`src/hdl/bol_pkg.sv`:
```
// types and codes shared by the bounded ordered list block
// no dependencies; used by bounded_ordered_list and its testbench
`default_nettype none

package bol_pkg;

	typedef enum logic [1:0] {
		KIND_FRONT  = 2'd0,
		KIND_BACK   = 2'd1,
		KIND_REMOVE = 2'd2,
		KIND_SHOW   = 2'd3
	} kind_t;

	typedef enum logic [2:0] {
		STATUS_DONE      = 3'd0,
		STATUS_FULL      = 3'd1,
		STATUS_EMPTY     = 3'd2,
		STATUS_NOT_FOUND = 3'd3,
		STATUS_SHOWN     = 3'd4
	} status_t;

	localparam int DATA_W = 32;

	typedef struct packed {
		kind_t                    kind;
		logic signed [DATA_W-1:0] value;
	} cmd_t;

	typedef struct packed {
		status_t                  status;
		logic signed [DATA_W-1:0] data;
		logic                     last;
	} resp_t;

endpackage

`default_nettype wire

```
`src/hdl/bol_ram.sv`:
```
// generic single write port, single read port ram with registered read data
// no dependencies
`default_nettype none

module bol_ram #(
	parameter int WIDTH = 32,
	parameter int DEPTH = 16
) (
	input  logic                                          clk,
	input  logic                                          we,
	input  logic [((DEPTH > 1) ? $clog2(DEPTH) : 1)-1:0] waddr,
	input  logic [WIDTH-1:0]                              wdata,
	input  logic [((DEPTH > 1) ? $clog2(DEPTH) : 1)-1:0] raddr,
	output logic [WIDTH-1:0]                              rdata
);

	logic [WIDTH-1:0] mem [DEPTH];
	logic [WIDTH-1:0] rdata_q;

	always_ff @(posedge clk) begin
		if (we) begin
			mem[waddr] <= wdata;
		end
		rdata_q <= mem[raddr];
	end

	assign rdata = rdata_q;

endmodule

`default_nettype wire

```
`src/hdl/bol_addr.sv`:
```
// shared circular address unit: maps a position in the list to a ram address
// physical = (head + offset) mod DEPTH, both inputs below DEPTH
`default_nettype none

module bol_addr #(
	parameter int DEPTH = 16
) (
	input  logic [((DEPTH > 1) ? $clog2(DEPTH) : 1)-1:0] head,
	input  logic [((DEPTH > 1) ? $clog2(DEPTH) : 1)-1:0] offset,
	output logic [((DEPTH > 1) ? $clog2(DEPTH) : 1)-1:0] phys
);

	localparam int IW = (DEPTH > 1) ? $clog2(DEPTH) : 1;
	localparam logic [IW:0] WRAP = (IW + 1)'(DEPTH);

	logic [IW:0] sum;

	always_comb begin
		sum = {1'b0, head} + {1'b0, offset};
		if (sum >= WRAP) begin
			sum = sum - WRAP;
		end
		phys = sum[IW-1:0];
	end

endmodule

`default_nettype wire

```
`src/hdl/bounded_ordered_list.sv`:
```
// top level of the bounded ordered list: sequencer, list state and result register
// depends on bol_pkg, bol_addr and bol_ram
`default_nettype none

// Holds up to DEPTH signed 32-bit values in order, front first, in a circular
// buffer in a single-port-read ram. A command is taken when start is high and
// busy is low; each result appears on resp for one cycle with resp_valid high
// and cannot be held off. Insert at front or back gives its result in the
// next cycle. Remove reads and then compares each stored entry from the front
// until a match, then moves each later entry down one place with a read and
// then a write, keeping busy high until its result appears. Show reads each
// entry in turn and gives one result per entry, last set on the final one,
// and no result when the list is empty. Each read and the use of its data sit
// in separate states because of the ram's registered read and the one shared
// address unit. No clearing pass follows reset: the list starts empty.
module bounded_ordered_list #(
	parameter int DEPTH = 16
) (
	input  logic           clk,
	input  logic           arst_n,
	input  logic           start,
	output logic           busy,
	input  bol_pkg::cmd_t  cmd,
	output logic           resp_valid,
	output bol_pkg::resp_t resp
);

	localparam int IW = (DEPTH > 1) ? $clog2(DEPTH) : 1;
	localparam int CW = $clog2(DEPTH + 1);
	localparam logic [CW-1:0] FULL_CNT = CW'(DEPTH);
	localparam logic [IW-1:0] BACK_ONE = IW'(DEPTH - 1);

	typedef enum logic [6:0] {
		ST_IDLE     = 7'b0000001,
		ST_SRCH_RD  = 7'b0000010,
		ST_SRCH_CMP = 7'b0000100,
		ST_SHIFT_RD = 7'b0001000,
		ST_SHIFT_WR = 7'b0010000,
		ST_SHOW_RD  = 7'b0100000,
		ST_SHOW_OUT = 7'b1000000
	} state_t;

	state_t                       state_q;
	logic [CW-1:0]                count_q;
	logic [IW-1:0]                head_q;
	logic [IW-1:0]                idx_q;
	logic [bol_pkg::DATA_W-1:0]   value_q;
	logic                         resp_valid_q;
	bol_pkg::resp_t               resp_q;
	bol_pkg::resp_t               resp_d;

	logic                         accept;
	logic                         full;
	logic                         hit;
	logic                         at_last;
	logic                         next_last;
	logic [CW-1:0]                last_idx;
	logic [IW-1:0]                offset;
	logic [IW-1:0]                phys;
	logic                         we;
	logic [bol_pkg::DATA_W-1:0]   wdata;
	logic [bol_pkg::DATA_W-1:0]   rdata;

	assign busy      = (state_q != ST_IDLE);
	assign accept    = start && !busy;
	assign full      = (count_q == FULL_CNT);
	assign last_idx  = count_q - CW'(1);
	assign at_last   = (CW'(idx_q) == last_idx);
	assign next_last = ((CW'(idx_q) + CW'(1)) == last_idx);
	assign hit       = (rdata == value_q);

	// offset of DEPTH-1 from head is the slot just before the front
	always_comb begin
		case (state_q)
			ST_IDLE:     offset = (cmd.kind == bol_pkg::KIND_BACK) ? IW'(count_q) : BACK_ONE;
			ST_SHIFT_RD: offset = idx_q + IW'(1);
			default:     offset = idx_q;
		endcase
	end

	bol_addr #(
		.DEPTH(DEPTH)
	) u_addr (
		.head  (head_q),
		.offset(offset),
		.phys  (phys)
	);

	assign we = (accept && !full &&
		(cmd.kind == bol_pkg::KIND_FRONT || cmd.kind == bol_pkg::KIND_BACK)) ||
		(state_q == ST_SHIFT_WR);
	assign wdata = (state_q == ST_SHIFT_WR) ? rdata : cmd.value;

	bol_ram #(
		.WIDTH(bol_pkg::DATA_W),
		.DEPTH(DEPTH)
	) u_ram (
		.clk  (clk),
		.we   (we),
		.waddr(phys),
		.wdata(wdata),
		.raddr(phys),
		.rdata(rdata)
	);

	// next result word, registered every cycle and qualified by resp_valid_q
	always_comb begin
		resp_d.status = bol_pkg::STATUS_DONE;
		resp_d.data   = '0;
		resp_d.last   = 1'b1;
		case (state_q)
			ST_IDLE: begin
				if (cmd.kind == bol_pkg::KIND_REMOVE) begin
					resp_d.status = bol_pkg::STATUS_EMPTY;
				end else if (full) begin
					resp_d.status = bol_pkg::STATUS_FULL;
				end
			end
			ST_SRCH_CMP: begin
				if (!hit) begin
					resp_d.status = bol_pkg::STATUS_NOT_FOUND;
				end
			end
			ST_SHOW_OUT: begin
				resp_d.status = bol_pkg::STATUS_SHOWN;
				resp_d.data   = $signed(rdata);
				resp_d.last   = at_last;
			end
			default: begin
			end
		endcase
	end

	always_ff @(posedge clk or negedge arst_n) begin
		if (!arst_n) begin
			state_q      <= ST_IDLE;
			count_q      <= '0;
			head_q       <= '0;
			resp_valid_q <= 1'b0;
		end else begin
			resp_valid_q <= 1'b0;
			case (state_q)
				ST_IDLE: begin
					if (start) begin
						case (cmd.kind)
							bol_pkg::KIND_FRONT: begin
								resp_valid_q <= 1'b1;
								if (!full) begin
									head_q  <= phys;
									count_q <= count_q + CW'(1);
								end
							end
							bol_pkg::KIND_BACK: begin
								resp_valid_q <= 1'b1;
								if (!full) begin
									count_q <= count_q + CW'(1);
								end
							end
							bol_pkg::KIND_REMOVE: begin
								if (count_q == '0) begin
									resp_valid_q <= 1'b1;
								end else begin
									state_q <= ST_SRCH_RD;
								end
							end
							bol_pkg::KIND_SHOW: begin
								if (count_q != '0) begin
									state_q <= ST_SHOW_RD;
								end
							end
							default: begin
							end
						endcase
					end
				end
				ST_SRCH_RD: begin
					state_q <= ST_SRCH_CMP;
				end
				ST_SRCH_CMP: begin
					if (hit) begin
						if (at_last) begin
							count_q      <= count_q - CW'(1);
							resp_valid_q <= 1'b1;
							state_q      <= ST_IDLE;
						end else begin
							state_q <= ST_SHIFT_RD;
						end
					end else if (at_last) begin
						resp_valid_q <= 1'b1;
						state_q      <= ST_IDLE;
					end else begin
						state_q <= ST_SRCH_RD;
					end
				end
				ST_SHIFT_RD: begin
					state_q <= ST_SHIFT_WR;
				end
				ST_SHIFT_WR: begin
					if (next_last) begin
						count_q      <= count_q - CW'(1);
						resp_valid_q <= 1'b1;
						state_q      <= ST_IDLE;
					end else begin
						state_q <= ST_SHIFT_RD;
					end
				end
				ST_SHOW_RD: begin
					state_q <= ST_SHOW_OUT;
				end
				ST_SHOW_OUT: begin
					resp_valid_q <= 1'b1;
					state_q      <= at_last ? ST_IDLE : ST_SHOW_RD;
				end
				default: begin
					state_q <= ST_IDLE;
				end
			endcase
		end
	end

	always_ff @(posedge clk) begin
		resp_q <= resp_d;
		if (accept) begin
			value_q <= cmd.value;
			idx_q   <= '0;
		end else if ((state_q == ST_SRCH_CMP && !hit) || state_q == ST_SHIFT_WR ||
			state_q == ST_SHOW_OUT) begin
			idx_q <= idx_q + IW'(1);
		end
	end

	assign resp_valid = resp_valid_q;
	assign resp       = resp_q;

`ifndef SYNTHESIS
	a_count_bound: assert property (@(posedge clk) disable iff (!arst_n)
		count_q <= FULL_CNT)
		else $error("entry count above depth");

	a_insert_reply: assert property (@(posedge clk) disable iff (!arst_n)
		(accept && (cmd.kind == bol_pkg::KIND_FRONT || cmd.kind == bol_pkg::KIND_BACK))
		|=> (resp_valid && resp.last && !busy))
		else $error("insert did not reply in the next cycle");

	a_status_data: assert property (@(posedge clk) disable iff (!arst_n)
		(resp_valid && resp.status != bol_pkg::STATUS_SHOWN) |-> (resp.data == '0))
		else $error("status word carries nonzero data");

	a_show_empty: assert property (@(posedge clk) disable iff (!arst_n)
		(accept && cmd.kind == bol_pkg::KIND_SHOW && count_q == '0)
		|=> (!busy && !resp_valid))
		else $error("show of empty list produced a word");
`endif

endmodule

`default_nettype wire

```
`config.mk`:
```
export PLATFORM = sky130hd
export DESIGN_NAME = bounded_ordered_list
export DESIGN_NICKNAME = d
export VERILOG_FILES = /design/src/hdl/bol_pkg.sv /design/src/hdl/bol_ram.sv /design/src/hdl/bol_addr.sv /design/src/hdl/bounded_ordered_list.sv
export SDC_FILE = /design/constraint.sdc
export NUM_CORES = 1
export LEC_CHECK = 0
export BUFFER_PORTS_ARGS = -buffer_cell sky130_fd_sc_hd__buf_4
export CAP_MARGIN = 30
export CORE_MARGIN = 2
export CORE_UTILIZATION = 35
export CTS_BUF_LIST = sky130_fd_sc_hd__clkbuf_16
export DETAILED_ROUTE_END_ITERATION = 12
export GPL_ROUTABILITY_DRIVEN = 0
export PLACE_DENSITY = 0.59
export SYNTH_ARGS = -nofsm -noshare
export SYNTH_HDL_FRONTEND = slang
export SYNTH_SLANG_ARGS = --single-unit
```
`constraint.sdc`:
```
create_clock -name clk -period 8.2 [get_ports clk]
set_input_delay 0 -clock clk [delete_from_list [all_inputs] [get_ports clk]]
set_output_delay 0 -clock clk [all_outputs]
set_load 0.02 [all_outputs]
```
# Word-level counts from Yosys, hierarchy flattened
# Memory sizes are Yosys's and may differ from the RTL's. A register that Yosys moved wholly into a read port is not among the register bits.
# Index checks and enable logic that the tools add are counted.
[word_totals] ff_bits=89 latchBits=0 ramBits=512 romBits=0 in_bits=37 out_inout_bits=38 memories=1
[classes] addsub=6 n_mul=0 div=0 n_lt_le_gt_ge=1 n_eq_ne=24 shifts=0 muxes=33 n_bitwise=1 reduce_logical=19
[mem_list] memory="u_ram.mem" words=16 width=32 rd=1 rd_clocked_by_memory_dff=1 wr=1 line="bol_ram.sv:17" source="logic [WIDTH-1:0] mem [DEPTH];"
[op_table] op="$pmux 7 s7" count=1
[op_table] op="$eq 32x32->1" count=1
[op_table] op="$mux 32" count=1
[op_table] op="$mux 5" count=6
[op_table] op="$mux 7" count=4
[op_table] op="$mux 4" count=4
[op_table] op="$pmux 5 s3" count=1
[op_table] op="$pmux 7 s2" count=1
[op_table] op="$ne 2x2->1 const B" count=6
[op_table] op="$pmux 3 s3" count=1
[op_table] op="$pmux 4 s2" count=1
[op_table] op="$reduce_and 4->1" count=2
[op_table] op="$eq 7x1->1 const B" count=1
[op_table] op="$eq 7x2->1 const B" count=1
[op_table] op="$eq 7x3->1 const B" count=1
[op_table] op="$eq 7x4->1 const B" count=1
[op_table] op="$eq 7x5->1 const B" count=1
[op_table] op="$eq 7x6->1 const B" count=1
[op_table] op="$eq 7x7->1 const B" count=1
[op_table] op="$mux 1" count=7
[op_table] op="$ne 7x1->1 const B" count=1
[op_table] op="$reduce_and 7->1" count=1
[op_table] op="$mux 6" count=1
[op_table] op="$ne 3x3->1 const B" count=2
[op_table] op="other kinds (26)" count=36

# Longest topological paths before layout
[logic_depth] depth_word=8 mapped_depth=15 ltp_nobuf=12

# Modules after synthesis
# From an unflattened synthesis, not the netlist that was laid out.
[unflattened] cells_unflattened=1200 hier_area_um2=24055.6
[modules_own_cells] mod="bol_ram" n_inst=1 cells_each=838 area_each_um2=19835.3
[modules_own_cells] mod="bounded_ordered_list" n_inst=1 cells_each=353 area_each_um2=4120.2
[modules_own_cells] mod="bol_addr" n_inst=1 cells_each=9 area_each_um2=100.1

# Least setup slack after synthesis
# Ideal clock, no wire load.
[synth_timing] path_kind="flip-flop to flip-flop" start="register state_q[3]" end="memory u_ram.mem[1][0], enable pin" arrival_time_ns=5.436 required_ns=7.739 setup_slack_ns=2.303 path_stages_with_launch=13 path_buffers=3 period_less_slack_ns=5.897 path_cell_list="dfrtp_1 or4_4 nor3_4 inv_2 a31oi_1 a221o_1 inv_1 fa_1 clkbuf_1 clkbuf_1 clkbuf_1 nand3_1 nor3_1"
[synth_between] elab_chain_len=8 word_cells_on_any_way=16 cone_classes="2 x add/sub; 1 x order compare; 4 x eq/ne; 4 x mux; 5 x reduce/logical"
[synth_lines] item="start, declared" line="bounded_ordered_list.sv:43" source="state_t state_q;"
[synth_lines] item="start signal, assigned" line="bounded_ordered_list.sv:212" source="state_q <= at_last ? ST_IDLE : ST_SHOW_RD;"
[synth_lines] item="$ne 7x1->1" line="bounded_ordered_list.sv:64" source="assign busy = (state_q != ST_IDLE);"
[synth_lines] item="named net busy" line="bounded_ordered_list.sv:22" source="output logic busy,"
[synth_lines] item="$logic_not 1->1" line="bounded_ordered_list.sv:65" source="assign accept = start && !busy;"
[synth_lines] item="$logic_and 1x1->1" line="bounded_ordered_list.sv:65"
[synth_lines] item="$logic_and 1x1->1 (2 in a row)" line="bounded_ordered_list.sv:89" source="assign we = (accept && !full &&"
[synth_lines] item="$logic_or 1x1->1" line="bounded_ordered_list.sv:90" source="(cmd.kind == bol_pkg::KIND_FRONT || cmd.kind == bol_pkg::KIND_BACK)) ||"
[synth_lines] item="$mux 1" line="bol_ram.sv:21" source="if (we) begin"
[synth_lines] item="$mux 1 (not written as such)" line="bol_ram.sv:22" source="mem[waddr] <= wdata;"
[synth_lines] item="end, declared" line="bol_ram.sv:17"
# The timed path passes the listed nets, and every way through them passes these cells.

# Final worst setup path
[layout_timing] start="register state_q[2]" end="memory u_ram.mem[10][26], enable pin"
[layout_between] elab_chain_len=8 word_cells_on_any_way=16 cone_classes="2 x add/sub; 1 x order compare; 4 x eq/ne; 4 x mux; 5 x reduce/logical"
[layout_lines] item="parallel branches: the longest is 8 deep, another holds $add 4x4->5"
# Several ways; the timed one is not identified.

==> results_dict.tcl <==
set metrics [dict create \
    hold_viol_final 0 \
    place_area_um2 26500 \
    crit_path_start_kind "flip-flop" \
    core_region_area_um2 68900 \
    grt_pass1_wl_mm 82.7 \
    cts_root_buf "clkbuf_16" \
    h-tree-depth 3 \
    regArea_um2 18200 \
    fp.dieW_um 268 \
    grt_usage 0.158 \
    finalMaxSlewViolations 0 \
    post_cts_buffers 0 \
    async_flop_share 0.0269 \
    dp_hpwl_mm 33.4 \
    endpoint_kind "flip-flop" \
    syn_nets 1242 \
    vias 11900 \
    max_slew_margin 0.326 \
    syn_avg_cell_area_um2 20.4 \
    final_area_um2 29000 \
    multi_input_area_um2 6100 \
    path_cells "or4_4 > nor3_4 > nor2_1 > o21ai_0 > o311ai_0 > ha_1 > a21oi_1 > xnor2_1 > xor2_4 > buf_4 > buf_4 > and3_2 > buf_12" \
    dpl.cell_count 2187 \
    wire_per_inst_um 23.8 \
    cts.sinks 633 \
    final_nets 1410 \
    cts_buffer_depth 3 \
    worst_pin_slew_ns 1.00 \
    crit_start "state_q[2]" \
    cp_data_required_time_ns 8.47 \
    syn-cell-area_um2 24500 \
    drive_gt1_frac 0.285 \
    min_from "cmd[22]" \
    drt-initial-drc-count 1098 \
    crit_fanout 25 \
    cp_slowest_stage_delay_ns 0.61 \
    grt_max_degree 41 \
    hp-class "in2reg" \
    reg2reg_slack_ns 2.73 \
    grt_pass1_vias 12500 \
    crit_end "u_ram.mem[10][26]" \
    drc 0 \
    status "finished, final reports clean" \
    r2r_start "state_q[2]" \
    routed_wl_mm 55.9 \
    ys_types 64 \
    drtAntennaViolNets 0 \
    fp.dieH_um 268 \
    rsz0062_at_grt "false" \
    pin_count 75 \
    cts_buffers 67 \
    n_antenna_cell 0 \
    synthFlopType "edfxtp_1" \
    cp.arrival_ns 5.74 \
    dieArea_um2 72100 \
    max_freq_ghz 0.183 \
    drv_cap 0 \
    peakVddDrop_mv 0.520 \
    stdcell_count 2351 \
    n_fill_cell 6074 \
    grt.overflow.total 0 \
    antenna_found_initial 2 \
    synth-edff-count 544 \
    p_leak_uw 0.00981 \
    fin_crit_sh 0.667 \
    syn2layout_area_growth_pct 18.5 \
    final_core_util 0.421 \
    fin_tns_setup_ns 0 \
    dr.pass1.iters 5 \
    finalSetupViolations 0 \
    io_buffer_count 74 \
    viasPerCell 5.05 \
    reg2regPathDepth 13 \
    syn_inst 1197 \
    rows 96 \
    power-per-cell-area_nw_per_um2 470 \
    r2r-end "u_ram.mem[10][26]" \
    synth_seq_cells 633 \
    cts_tree "built" \
    cpMostUsedCell "buf_4" \
    cts.clk_slew.worst_paths_ns 0.06 \
    hold_slack_ns 0.134 \
    crit_path_top_delay_cell "xor2_4" \
    initial_utilization 0.355 \
    ys_seq_area_frac 0.744 \
    post-route-min-period_ns 5.47 \
    worstSetupPathType "reg2reg" \
    yosys_warnings 0 \
    fin_skew_ns 0.0199 \
    clock_latency_ns 0.60 \
]
timing repair:
| item | CTS | global route |
|---|---|---|
| hold buffers | 40 | 0 |
| hold endpoints to repair | 462 | 0 |
| gates resized for setup | 0 | 0 |
worst max-delay path, delay by kind of cell, from the launching register on:
kind,cells,cell delay [ns]
flip-flops,1,0.43
AO/OA/AOI/OAI,3,0.50
XOR/XNOR,2,1.11
buffers and inverters,3,1.01
adder cells (fa/ha/maj),1,0.50
AND/OR/NAND/NOR,4,1.56
per-layer routing:
metal / vias to the layer above / GRT usage / part of all wire
met5: - / 0 / 0.00020
met4: 2 / 0.0440 / 0.022
met3: 88 / 0.0423 / 0.064
met2: 321 / 0.254 / 0.48
met1: 6292 / 0.214 / 0.43
li1: 5180 / - / -
where the power goes:
group          internal [µW]  switching [µW]  leakage (µW)
logic                   2950            3470       0.00295
registers               4050             211       0.00572
clock network           1710            1230       0.00114
cell type report:
class / count / share of cell area
inverter: 12 / 0.00155
tap: 931 / 0.0402
multi-input combinational: 497 / 0.210
clock buffer: 70 / 0.0604
clock inverter: 54 / 0.0135
timing repair buffer: 154 / 0.0465
sequential: 633 / 0.628
cell families after synthesis:
logic type | after synthesis | synth area share
adder cells (fa/ha/maj) | 8 | 0.00440
AND/OR/NAND/NOR | 125 | 0.0311
AO/OA/AOI/OAI | 50 | 0.0140
flip-flops | 633 | 0.744
multiplexers | 261 | 0.174
XOR/XNOR | 53 | 0.0206
buffers and inverters | 67 | 0.0122
how the worst min path moves through the flow:
stage                   to  slack (ns)  depth (start not counted)
2_1_floorplan   count_q[0]       -0.30                          0
3_3_place_gp    resp_valid       -0.11                          1
3_5_place_dp    state_q[1]       -0.11                          1
4_1_cts         value_q[7]        0.10                          2
5_1_grt        value_q[17]        0.11                          2
6_report       value_q[22]        0.13                          2
cell usage after synthesis, types with 2 or more instances:
cell      count  area [µm²]
nand3_1       7        35.0
o21ai_0      20         100
nor4b_1       2        17.5
ha_1          7        87.6
buf_2         5        25.0
dfrtp_1      16         400
and3_1        5        31.3
xor2_1        4        35.0
xnor2_1      46         403
nor3b_1       3        22.5
and2_1       32         200
buf_1        10        37.5
nand4_1      11        68.8
a31oi_1       2        12.5
clkbuf_1     36         135
mux4_2      128        2880
nand3b_1      5        37.5
mux2_2       34         383
mux2i_1      99         991
edfxtp_1    544       16300
inv_1        11        41.3
or2_2         2        12.5
nand2b_1      5        31.3
nor2_1       10        37.5
o211ai_1      7        52.6
nand2_1      12        45.0
nor4bb_1      2        20.0
o21bai_1      2        15.0
nor4_1        2        12.5
dfxtp_1      72        1440
buf_8         3        45.0
a21boi_0      2        15.0
a21oi_1       5        25.0
nor3_1       16        80.1
cells in the final DEF (no fill, tap or decap), drive strengths merged, types with 2 or more instances in the layout:
cell type | netlist | routed
edfxtp | 544 | 544
mux4 | 128 | 128
buf | 19 | 114
mux2i | 99 | 99
dfxtp | 72 | 72
clkbuf | 36 | 70
xnor2 | 47 | 47
dlygate4sd3 | 0 | 40
inv | 12 | 39
mux2 | 34 | 34
and2 | 32 | 32
o21ai | 21 | 21
clkinv | 0 | 20
nor3 | 18 | 18
dfrtp | 16 | 16
nand2 | 12 | 12
nand4 | 11 | 11
nor2 | 11 | 11
nand3 | 7 | 7
o211ai | 7 | 7
ha | 7 | 7
and3 | 6 | 6
nand3b | 5 | 5
a21oi | 5 | 5
nand2b | 5 | 5
bufinv | 0 | 5
xor2 | 5 | 5
nor3b | 3 | 3
a21o | 3 | 3
o21bai | 2 | 2
a31oi | 2 | 2
a21boi | 2 | 2
nor4bb | 2 | 2
nor4b | 2 | 2
or2 | 2 | 2
nor4 | 2 | 2
clkinvlp | 0 | 2
or4 | 2 | 2
registers in the layout, summed over array words and instances (netlist names):
register	cells
u_ram.mem	512
resp	36
u_ram.rdata	32
value_q	32
state_q	7
count_q	5
head_q	4
idx_q	4
resp_valid	1
per-stage QoR:
step	total power, µW	worst slack (ns)
after floorplan	8950	2.30
after global placement	10700	2.48
after detailed placement	10800	2.76
after CTS	13800	2.72
after global routing	14400	2.34
final	13600	2.73
Power figures use the tool's default switching activity.
